## config.mk

```make
export PLATFORM = sky130hd
export DESIGN_NAME = free_list_pool_allocator
export DESIGN_NICKNAME = d
export VERILOG_FILES = /design/src/sv/flpa_pkg.sv /design/src/sv/free_list_pool_allocator.sv
export SDC_FILE = /design/constraint.sdc
export NUM_CORES = 2
export LEC_CHECK = 0
export ABC_AREA = 0
export BUFFER_PORTS_ARGS = -buffer_cell sky130_fd_sc_hd__buf_2
export CAP_MARGIN = 20
export CORE_ASPECT_RATIO = 0.6
export CORE_MARGIN = 2
export CORE_UTILIZATION = 38
export DETAILED_ROUTE_END_ITERATION = 12
export GPL_TIMING_DRIVEN = 0
export PLACE_DENSITY_LB_ADDON = 0.15
export SYNTH_ARGS = -nofsm -noshare
export SYNTH_HDL_FRONTEND = slang
export SYNTH_SLANG_ARGS = --single-unit
```

## constraint.sdc

```tcl
create_clock -name clk -period 6.1 [get_ports clk]
set_input_delay 1.22 -clock clk [delete_from_list [all_inputs] [get_ports clk]]
set_output_delay 1.22 -clock clk [all_outputs]
set_load 0.05 [all_outputs]
```

## src/sv/flpa_pkg.sv

```systemverilog
// Shared constants, types and helper functions of the free-list pool allocator.
package flpa_pkg;

    localparam int unsigned POOL_DEPTH = 64;
    localparam int unsigned IDX_W      = $clog2(POOL_DEPTH);
    localparam int unsigned LINK_W     = IDX_W + 1;
    localparam int unsigned ACT_W      = 7;
    localparam int unsigned ADDR_W     = 3;

    typedef logic [IDX_W-1:0]  idx_t;
    typedef logic [LINK_W-1:0] link_t;
    typedef logic [ACT_W-1:0]  act_t;

    localparam link_t NIL_LINK     = link_t'(POOL_DEPTH);
    localparam act_t  ACTIVE_RESET = act_t'(64);

    typedef enum logic [1:0]
    {
        STATUS_DONE     = 2'd0,
        STATUS_EMPTY    = 2'd1,
        STATUS_NOT_USED = 2'd2
    } status_t;

    localparam logic OP_ALLOC = 1'b0;
    localparam logic OP_FREE  = 1'b1;

    localparam logic REG_ACTIVE_ENTRIES = 1'b0;

    typedef struct packed
    {
        logic  mark;
        link_t link;
    } prev_word_t;

    function automatic link_t eff_count(input act_t act);
        int unsigned v;
        v = int'(act);
        if (v < 1)
        begin
            v = 1;
        end
        if (v > POOL_DEPTH)
        begin
            v = POOL_DEPTH;
        end
        return link_t'(v);
    endfunction

    function automatic link_t init_next(input idx_t i, input link_t n_eff);
        link_t succ;
        succ = link_t'(i) + link_t'(1);
        return (succ < n_eff) ? succ : NIL_LINK;
    endfunction

    function automatic logic [5:0] show_link(input link_t l);
        return (l != NIL_LINK) ? 6'(l) : 6'd0;
    endfunction

endpackage

```

## src/sv/free_list_pool_allocator.sv

```systemverilog
// Fixed pool allocator with a LIFO free list and a doubly linked used list.
// The result of an allocate or a rejected free is loaded in the alloc or unlink state that follows
// the accepted beat, that of a free in the push state after the unlink state; the next beat is
// taken the cycle after the result is loaded. A stalled result holds back the next.
// Each link memory has one write port, and a free rewrites up to two words of each.
// Reset or a write of active_entries rebuilds both lists by clearing the per-entry valid bits.
module free_list_pool_allocator
(
    input  logic                        clk,
    input  logic                        rst_n,
    input  logic                        psel,
    input  logic                        penable,
    input  logic                        pwrite,
    input  logic [flpa_pkg::ADDR_W-1:0] paddr,
    input  logic [31:0]                 pwdata,
    output logic [31:0]                 prdata,
    output logic                        pready,
    input  logic                        s_tvalid,
    output logic                        s_tready,
    input  logic [7:0]                  s_tdata,  // entry_index[5:0], zero pad
    input  logic [0:0]                  s_tuser,  // op[0]
    output logic                        m_tvalid,
    input  logic                        m_tready,
    output logic [31:0]                 m_tdata   // status, granted_index, used_count,
                                                  // used_first, used_last, zero pad
);
    import flpa_pkg::*;

    typedef enum logic [1:0]
    {
        ST_IDLE,
        ST_ALLOC,
        ST_UNLINK,
        ST_PUSH
    } state_t;

    link_t      next_link_mem [POOL_DEPTH];
    prev_word_t prev_link_mem [POOL_DEPTH];

    logic [POOL_DEPTH-1:0] next_vld_reg;
    logic [POOL_DEPTH-1:0] prev_vld_reg;
    link_t      nrd_reg;
    prev_word_t prd_reg;
    logic       nrd_vld_reg;
    logic       prd_vld_reg;

    state_t     state_reg, state_next;
    act_t       active_reg, active_next;
    link_t      free_head_reg, free_head_next;
    link_t      used_head_reg, used_head_next;
    link_t      used_tail_reg, used_tail_next;
    link_t      total_reg, total_next;
    idx_t       work_idx_reg, work_idx_next;
    logic       op_reg, op_next;
    logic       in_range_reg, in_range_next;
    logic       empty_reg, empty_next;
    logic       m_valid_reg, m_valid_next;
    status_t    status_reg, status_next;
    logic [5:0] granted_reg, granted_next;
    logic [6:0] count_reg, count_next;
    logic [5:0] first_reg, first_next;
    logic [5:0] last_reg, last_next;

    logic       accept;
    logic       cfg_wr;
    logic       out_free;
    logic       res_load;
    status_t    res_status;
    logic [5:0] res_granted;
    link_t      eff_n;
    link_t      rd_next;
    prev_word_t rd_prev;
    logic [5:0] s_entry;

    logic       nwe;
    idx_t       nwa;
    link_t      nwd;
    logic       pwe;
    idx_t       pwa;
    prev_word_t pwd;
    logic       re;
    idx_t       ra;

    assign pready   = 1'b1;
    assign prdata   = (paddr[2] == REG_ACTIVE_ENTRIES) ? 32'(active_reg) : 32'd0;
    assign cfg_wr   = psel && penable && pwrite && pready && (paddr[2] == REG_ACTIVE_ENTRIES);
    assign s_tready = (state_reg == ST_IDLE);
    assign accept   = s_tvalid && s_tready;
    assign s_entry  = s_tdata[5:0];
    assign out_free = !m_valid_reg || m_tready;
    assign eff_n    = eff_count(active_reg);
    assign rd_next  = nrd_vld_reg ? nrd_reg : init_next(work_idx_reg, eff_n);
    assign rd_prev  = prd_vld_reg ? prd_reg : '{mark: 1'b0, link: NIL_LINK};

    assign m_tvalid = m_valid_reg;
    assign m_tdata  = {5'd0, last_reg, first_reg, count_reg, granted_reg, status_reg};

    always_comb
    begin
        state_next     = state_reg;
        active_next    = active_reg;
        free_head_next = free_head_reg;
        used_head_next = used_head_reg;
        used_tail_next = used_tail_reg;
        total_next     = total_reg;
        work_idx_next  = work_idx_reg;
        op_next        = op_reg;
        in_range_next  = in_range_reg;
        empty_next     = empty_reg;
        m_valid_next   = m_valid_reg;
        status_next    = status_reg;
        granted_next   = granted_reg;
        count_next     = count_reg;
        first_next     = first_reg;
        last_next      = last_reg;
        res_load       = 1'b0;
        res_status     = STATUS_DONE;
        res_granted    = 6'd0;
        nwe            = 1'b0;
        nwa            = work_idx_reg;
        nwd            = NIL_LINK;
        pwe            = 1'b0;
        pwa            = work_idx_reg;
        pwd            = '{mark: 1'b0, link: NIL_LINK};
        re             = 1'b0;
        ra             = idx_t'(s_entry);

        unique case (state_reg)
            ST_IDLE:
            begin
                if (accept)
                begin
                    op_next       = s_tuser[0];
                    in_range_next = (int'(s_entry) < POOL_DEPTH);
                    empty_next    = (free_head_reg == NIL_LINK);
                    re            = 1'b1;
                    if (s_tuser[0] == OP_ALLOC)
                    begin
                        ra         = idx_t'(free_head_reg);
                        state_next = ST_ALLOC;
                        if (free_head_reg != NIL_LINK)
                        begin
                            nwe = 1'b1;
                            nwa = ra;
                            nwd = NIL_LINK;
                            pwe = 1'b1;
                            pwa = ra;
                            pwd = '{mark: 1'b1, link: used_tail_reg};
                        end
                    end
                    else
                    begin
                        state_next = ST_UNLINK;
                    end
                    work_idx_next = ra;
                end
            end
            ST_ALLOC:
            begin
                if (out_free)
                begin
                    res_load   = 1'b1;
                    state_next = ST_IDLE;
                    if (empty_reg)
                    begin
                        res_status = STATUS_EMPTY;
                    end
                    else
                    begin
                        if (used_tail_reg != NIL_LINK)
                        begin
                            nwe = 1'b1;
                            nwa = idx_t'(used_tail_reg);
                            nwd = link_t'(work_idx_reg);
                        end
                        else
                        begin
                            used_head_next = link_t'(work_idx_reg);
                        end
                        used_tail_next = link_t'(work_idx_reg);
                        free_head_next = rd_next;
                        total_next     = total_reg + link_t'(1);
                        res_granted    = 6'(work_idx_reg);
                    end
                end
            end
            ST_UNLINK:
            begin
                if (!in_range_reg || !rd_prev.mark)
                begin
                    if (out_free)
                    begin
                        res_load   = 1'b1;
                        res_status = STATUS_NOT_USED;
                        state_next = ST_IDLE;
                    end
                end
                else
                begin
                    if (rd_prev.link != NIL_LINK)
                    begin
                        nwe = 1'b1;
                        nwa = idx_t'(rd_prev.link);
                        nwd = rd_next;
                    end
                    else
                    begin
                        used_head_next = rd_next;
                    end
                    if (rd_next != NIL_LINK)
                    begin
                        pwe = 1'b1;
                        pwa = idx_t'(rd_next);
                        pwd = '{mark: 1'b1, link: rd_prev.link};
                    end
                    else
                    begin
                        used_tail_next = rd_prev.link;
                    end
                    state_next = ST_PUSH;
                end
            end
            ST_PUSH:
            begin
                if (out_free)
                begin
                    nwe            = 1'b1;
                    nwa            = work_idx_reg;
                    nwd            = free_head_reg;
                    pwe            = 1'b1;
                    pwa            = work_idx_reg;
                    pwd            = '{mark: 1'b0, link: NIL_LINK};
                    free_head_next = link_t'(work_idx_reg);
                    if (total_reg != '0)
                    begin
                        total_next = total_reg - link_t'(1);
                    end
                    res_load   = 1'b1;
                    state_next = ST_IDLE;
                end
            end
            default:
            begin
                state_next = ST_IDLE;
            end
        endcase

        if (res_load)
        begin
            m_valid_next = 1'b1;
            status_next  = res_status;
            granted_next = res_granted;
            count_next   = 7'(total_next);
            first_next   = show_link(used_head_next);
            last_next    = show_link(used_tail_next);
        end
        else if (m_tready)
        begin
            m_valid_next = 1'b0;
        end

        if (cfg_wr)
        begin
            active_next    = pwdata[ACT_W-1:0];
            free_head_next = '0;
            used_head_next = NIL_LINK;
            used_tail_next = NIL_LINK;
            total_next     = '0;
        end
    end

    always_ff @(posedge clk or negedge rst_n)
    begin
        if (!rst_n)
        begin
            state_reg     <= ST_IDLE;
            active_reg    <= ACTIVE_RESET;
            free_head_reg <= '0;
            used_head_reg <= NIL_LINK;
            used_tail_reg <= NIL_LINK;
            total_reg     <= '0;
            m_valid_reg   <= 1'b0;
            work_idx_reg  <= '0;
            op_reg        <= OP_ALLOC;
            in_range_reg  <= 1'b0;
            empty_reg     <= 1'b0;
            status_reg    <= STATUS_DONE;
            granted_reg   <= '0;
            count_reg     <= '0;
            first_reg     <= '0;
            last_reg      <= '0;
        end
        else
        begin
            state_reg     <= state_next;
            active_reg    <= active_next;
            free_head_reg <= free_head_next;
            used_head_reg <= used_head_next;
            used_tail_reg <= used_tail_next;
            total_reg     <= total_next;
            m_valid_reg   <= m_valid_next;
            work_idx_reg  <= work_idx_next;
            op_reg        <= op_next;
            in_range_reg  <= in_range_next;
            empty_reg     <= empty_next;
            status_reg    <= status_next;
            granted_reg   <= granted_next;
            count_reg     <= count_next;
            first_reg     <= first_next;
            last_reg      <= last_next;
        end
    end

    always_ff @(posedge clk or negedge rst_n)
    begin
        if (!rst_n)
        begin
            next_vld_reg <= '0;
            prev_vld_reg <= '0;
            nrd_vld_reg  <= 1'b0;
            prd_vld_reg  <= 1'b0;
        end
        else if (cfg_wr)
        begin
            next_vld_reg <= '0;
            prev_vld_reg <= '0;
        end
        else
        begin
            if (nwe)
            begin
                next_vld_reg[nwa] <= 1'b1;
            end
            if (pwe)
            begin
                prev_vld_reg[pwa] <= 1'b1;
            end
            if (re)
            begin
                nrd_vld_reg <= next_vld_reg[ra];
                prd_vld_reg <= prev_vld_reg[ra];
            end
        end
    end

    always_ff @(posedge clk)
    begin
        if (nwe)
        begin
            next_link_mem[nwa] <= nwd;
        end
        if (re)
        begin
            nrd_reg <= next_link_mem[ra];
        end
    end

    always_ff @(posedge clk)
    begin
        if (pwe)
        begin
            prev_link_mem[pwa] <= pwd;
        end
        if (re)
        begin
            prd_reg <= prev_link_mem[ra];
        end
    end

    // The used count never exceeds the pool depth.
    assert property (@(posedge clk) disable iff (!rst_n)
        total_reg <= link_t'(POOL_DEPTH))
        else $error("used count exceeds the pool depth");

    // Between operations, the used list is empty exactly when the count is zero.
    assert property (@(posedge clk) disable iff (!rst_n)
        state_reg == ST_IDLE |-> ((used_head_reg == NIL_LINK) == (total_reg == '0)))
        else $error("used list head disagrees with the used count");

    // Between operations, the used list head and tail are null together.
    assert property (@(posedge clk) disable iff (!rst_n)
        state_reg == ST_IDLE |-> ((used_head_reg == NIL_LINK) == (used_tail_reg == NIL_LINK)))
        else $error("used list head and tail disagree");

    // An empty report on allocate means every active entry is in use.
    assert property (@(posedge clk) disable iff (!rst_n)
        m_valid_reg && status_reg == STATUS_EMPTY |-> total_reg == eff_n)
        else $error("pool reported empty while entries are free");

    // A free operation always goes through the unlink step.
    assert property (@(posedge clk) disable iff (!rst_n)
        state_reg == ST_PUSH |-> $past(state_reg) == ST_UNLINK || $past(state_reg) == ST_PUSH)
        else $error("push step entered without an unlink step");

endmodule

```

==> results.yml <==
status:
  run_status: "finished with violations"
  violations: "setup timing"
sta:
  fmax_ghz: 0.164
  slew-limit-headroom_pct: 15.5
  finalHoldViolations: 0
  finalCritPeriodShare_pct: 100
  tightest_slew_ns: 1.26
  finClkSkew_ns: 0.0486
  min_period_ns: 6.10
  fin_ws_ns: -0.00226
  rsz0062_at_grt: "yes"
  setup_viol: 1
  finalMaxSlewViolations: 0
  holdWs_ns: 0.479
critical_path:
  regToRegStartpoint: "state_reg[0]$_DFFE_PN0P_"
  rrSetupSlack_ns: -0.002
  worstPathArrival_ns: 6.72
  r2r_end: "nrd_reg[2]$_DFFE_PP_"
  cp-start-kind: "register"
  required_ns: 6.72
  r2r_cells: 13
  endpoint_kind: "register"
  worstSetupPathType: "register to register"
  critical_path.max_fanout: 10
die:
  core-area_sq_um: 127000
  die_y_um: 282
  io_pins: 118
  die_w_um: 467
  start_util_pct: 38.5
  core.rowCount: 101
  fp.dieArea_sq_um: 132000
layout:
  drive_gt1_share_pct: 22.3
  top_register: "prev_link_mem"
  syn_to_final_growth_pct: 15.7
  reg_top3: "prev_link_mem: 512 flops, next_link_mem: 448 flops"
  multi_input_area_sq_um: 14200
  nNetsFinal: 3335
  register_area_sq_um: 34300
  largest_reg_flops: 512
  nFillCells: 11200
yosys:
  yosys.cell_count.top_type: "edfxtp_1"
  syn_inst: 2995
  synth_top_area_share_pct: 59.8
  avgSynthCellArea_sq_um: 16.3
  synthArstFlopShare_pct: 17.2
  synth_seq_cells: 1177
  synth.distinct_cells: 82
  syn_area_sq_um: 48900
  synth_common_cells: "edfxtp_1 (975), nand2_1 (358), mux4_2 (272)"
  synth_seq_area_share_pct: 70.2
  yosys_warnings: 0
  netlist_top_cells_area: "edfxtp_1 (60%), mux4_2 (13%), dfrtp_1 (10%)"
  yosysTopAreaCell: "edfxtp_1"
  synth_edf_count: 975
  synthFlopType: "edfxtp_1"
drt:
  vias: 30700
  viasPerCell: 6.06
  routedWlPerCell_um: 32.9
  ant_nets: 0
  drt_iter0_markers: 4571
  drc: 0
  finalWirelength_um: 167000
  drt-pass1-iter-count: 6
global_routing:
  grt-ovfl-total: 0
  grt_pass1_wl_um: 230000
  grt_start_max_net_pins: 126
  grt_pass1_vias: 29500
  antenna_found_initial: 10
  track_usage_pct: 25.3
clocking:
  root_buffer: "clkbuf_16"
  clock_sinks: 1177
  h-tree-depth: 3
  clk_path_buf_depth: 3
  cts_tree: "built"
  clk-insertion-delay-late_ns: 0.76
  path_clk_slew_ns: 0.08
  numCtsBuffers: 108
  cts_hold_buf: 0
worst_hold_path:
  min_from: "prev_vld_reg[57]$_DFFE_PN0P_"
  whs_endpoint: "prev_vld_reg[57]$_DFFE_PN0P_"
  hp-class: "register to register"
  min_path_cells: 2
power:
  p_leak_nw: 19.5
  irDropWorstVdd_mv: 0.247
  powerDensity_nw_per_um2: 415
job:
  cap_violations: 0
placement:
  gp_congestion: 0.976
  dpl_worst_slack_ns: -1.28
  numPortBuffers: 56
  dp_hpwl_um: 121000
repair_timing:
item | in CTS | in global routing
pin swaps | 3 | 6
setup endpoints to repair | 424 | 394
resized for setup | 56 | 66
gates cloned | 0 | 0
buffers inserted | 7 | 11
cells in the final DEF (no fill, tap or decap), types with 27 or more instances in the layout:
cell       Yosys  layout
o21a_1        33      33
buf_1         35      29
a211oi_1      69      69
edfxtp_1     975     975
nand2_1      358     357
a21oi_1       34      34
and2_1        69      69
o31ai_1       40      40
nor2_1       176     132
dfrtp_1      200     200
conb_1         2      31
o21ai_0      107     105
clkbuf_16      0     111
buf_4         31      53
a31oi_1       68      51
clkbuf_1     159     166
mux4_2       272     272
buf_2         11      78
a22oi_1       52      52
nor2_4         0      27
routing by layer:
metal	GRT usage, %	wire length [um]	up-vias
li1	-	-	12300
met1	39.1	75700	16300
met2	33.3	65600	1803
met3	9.90	22000	217
met4	5.10	3170	4
met5	0	196	-
cell type report:
cell class / count / area share [%]
well taps: 1699 / 3.76
clock buffers: 151 / 5.34
flip-flops and latches: 1177 / 60.7
repair buffers: 137 / 2.52
plain buffers: 235 / 1.86
clock inverters: 54 / 0.663
multi-input cells: 1592 / 25.0
inverters: 19 / 0.126
diodes: 3 / 0.0133
worst max-delay path, stage by stage, from the launching register on:
cell	delay, ns
dfrtp_1	0.42
inv_1	0.10
ha_1	0.50
and3b_1	0.23
buf_2	0.24
buf_2	0.40
mux2_2	0.38
clkbuf_1	0.85
clkbuf_2	0.59
clkbuf_1	0.91
nand2_1	0.14
a31oi_1	0.87
a22oi_1	0.15
nand2_1	0.12
per-stage QoR:
stage | util, % | area (sq um) | setup TNS [ns] | std cells | total power, mW
after detailed placement | 41.2 | 52300 | -169.25 | 4824 | 16.4
after CTS | 44.0 | 55900 | -0.489 | 5035 | 23.1
after floorplan | - | 49000 | 0 | 3024 | 13.5
final | 44.5 | 56600 | -0.00226 | 5067 | 23.5
after global placement | 40.5 | 51400 | -1516.31 | 4779 | 16.1
after global routing | 44.5 | 56600 | -0.531 | 5064 | 24.2
where the power goes:
group | leakage [nW] | internal, mW | switching (mW)
combinational | 5.75 | 1.93 | 5.07
clock | 1.67 | 3.55 | 3.08
sequential | 12.1 | 9.49 | 0.372
cell families (layout without fill, tap and decap cells):
logic type / count (synthesis) / in the layout / share of synthesized area [%]
compound gates: 501 / 501 / 7.15
flops: 1177 / 1177 / 70.2
mux: 298 / 298 / 13.1
simple gates: 738 / 738 / 6.80
fa+ha+maj: 14 / 14 / 0.358
buf+inv: 255 / 596 / 2.22
other cells: 2 / 34 / 0.0154
xor+xnor: 10 / 10 / 0.179
worst max path at each step:
stage / startpoint / end / cells after the start
2_1_floorplan: work_idx_reg[0]$_DFFE_PN0P_ / prev_link_mem[0][7]$_DFFE_PP_ / 10
3_3_place_gp: work_idx_reg[0]$_DFFE_PN0P_ / next_link_mem[16][6]$_DFFE_PP_ / 11
3_5_place_dp: s_tuser / nrd_reg[6]$_DFFE_PP_ / 13
4_1_cts: work_idx_reg[0]$_DFFE_PN0P_ / prev_link_mem[3][7]$_DFFE_PP_ / 16
5_1_grt: work_idx_reg[0]$_DFFE_PN0P_ / prev_link_mem[27][0]$_DFFE_PP_ / 16
6_report: state_reg[0]$_DFFE_PN0P_ / nrd_reg[2]$_DFFE_PP_ / 13
(Power assumes the default switching activity.)
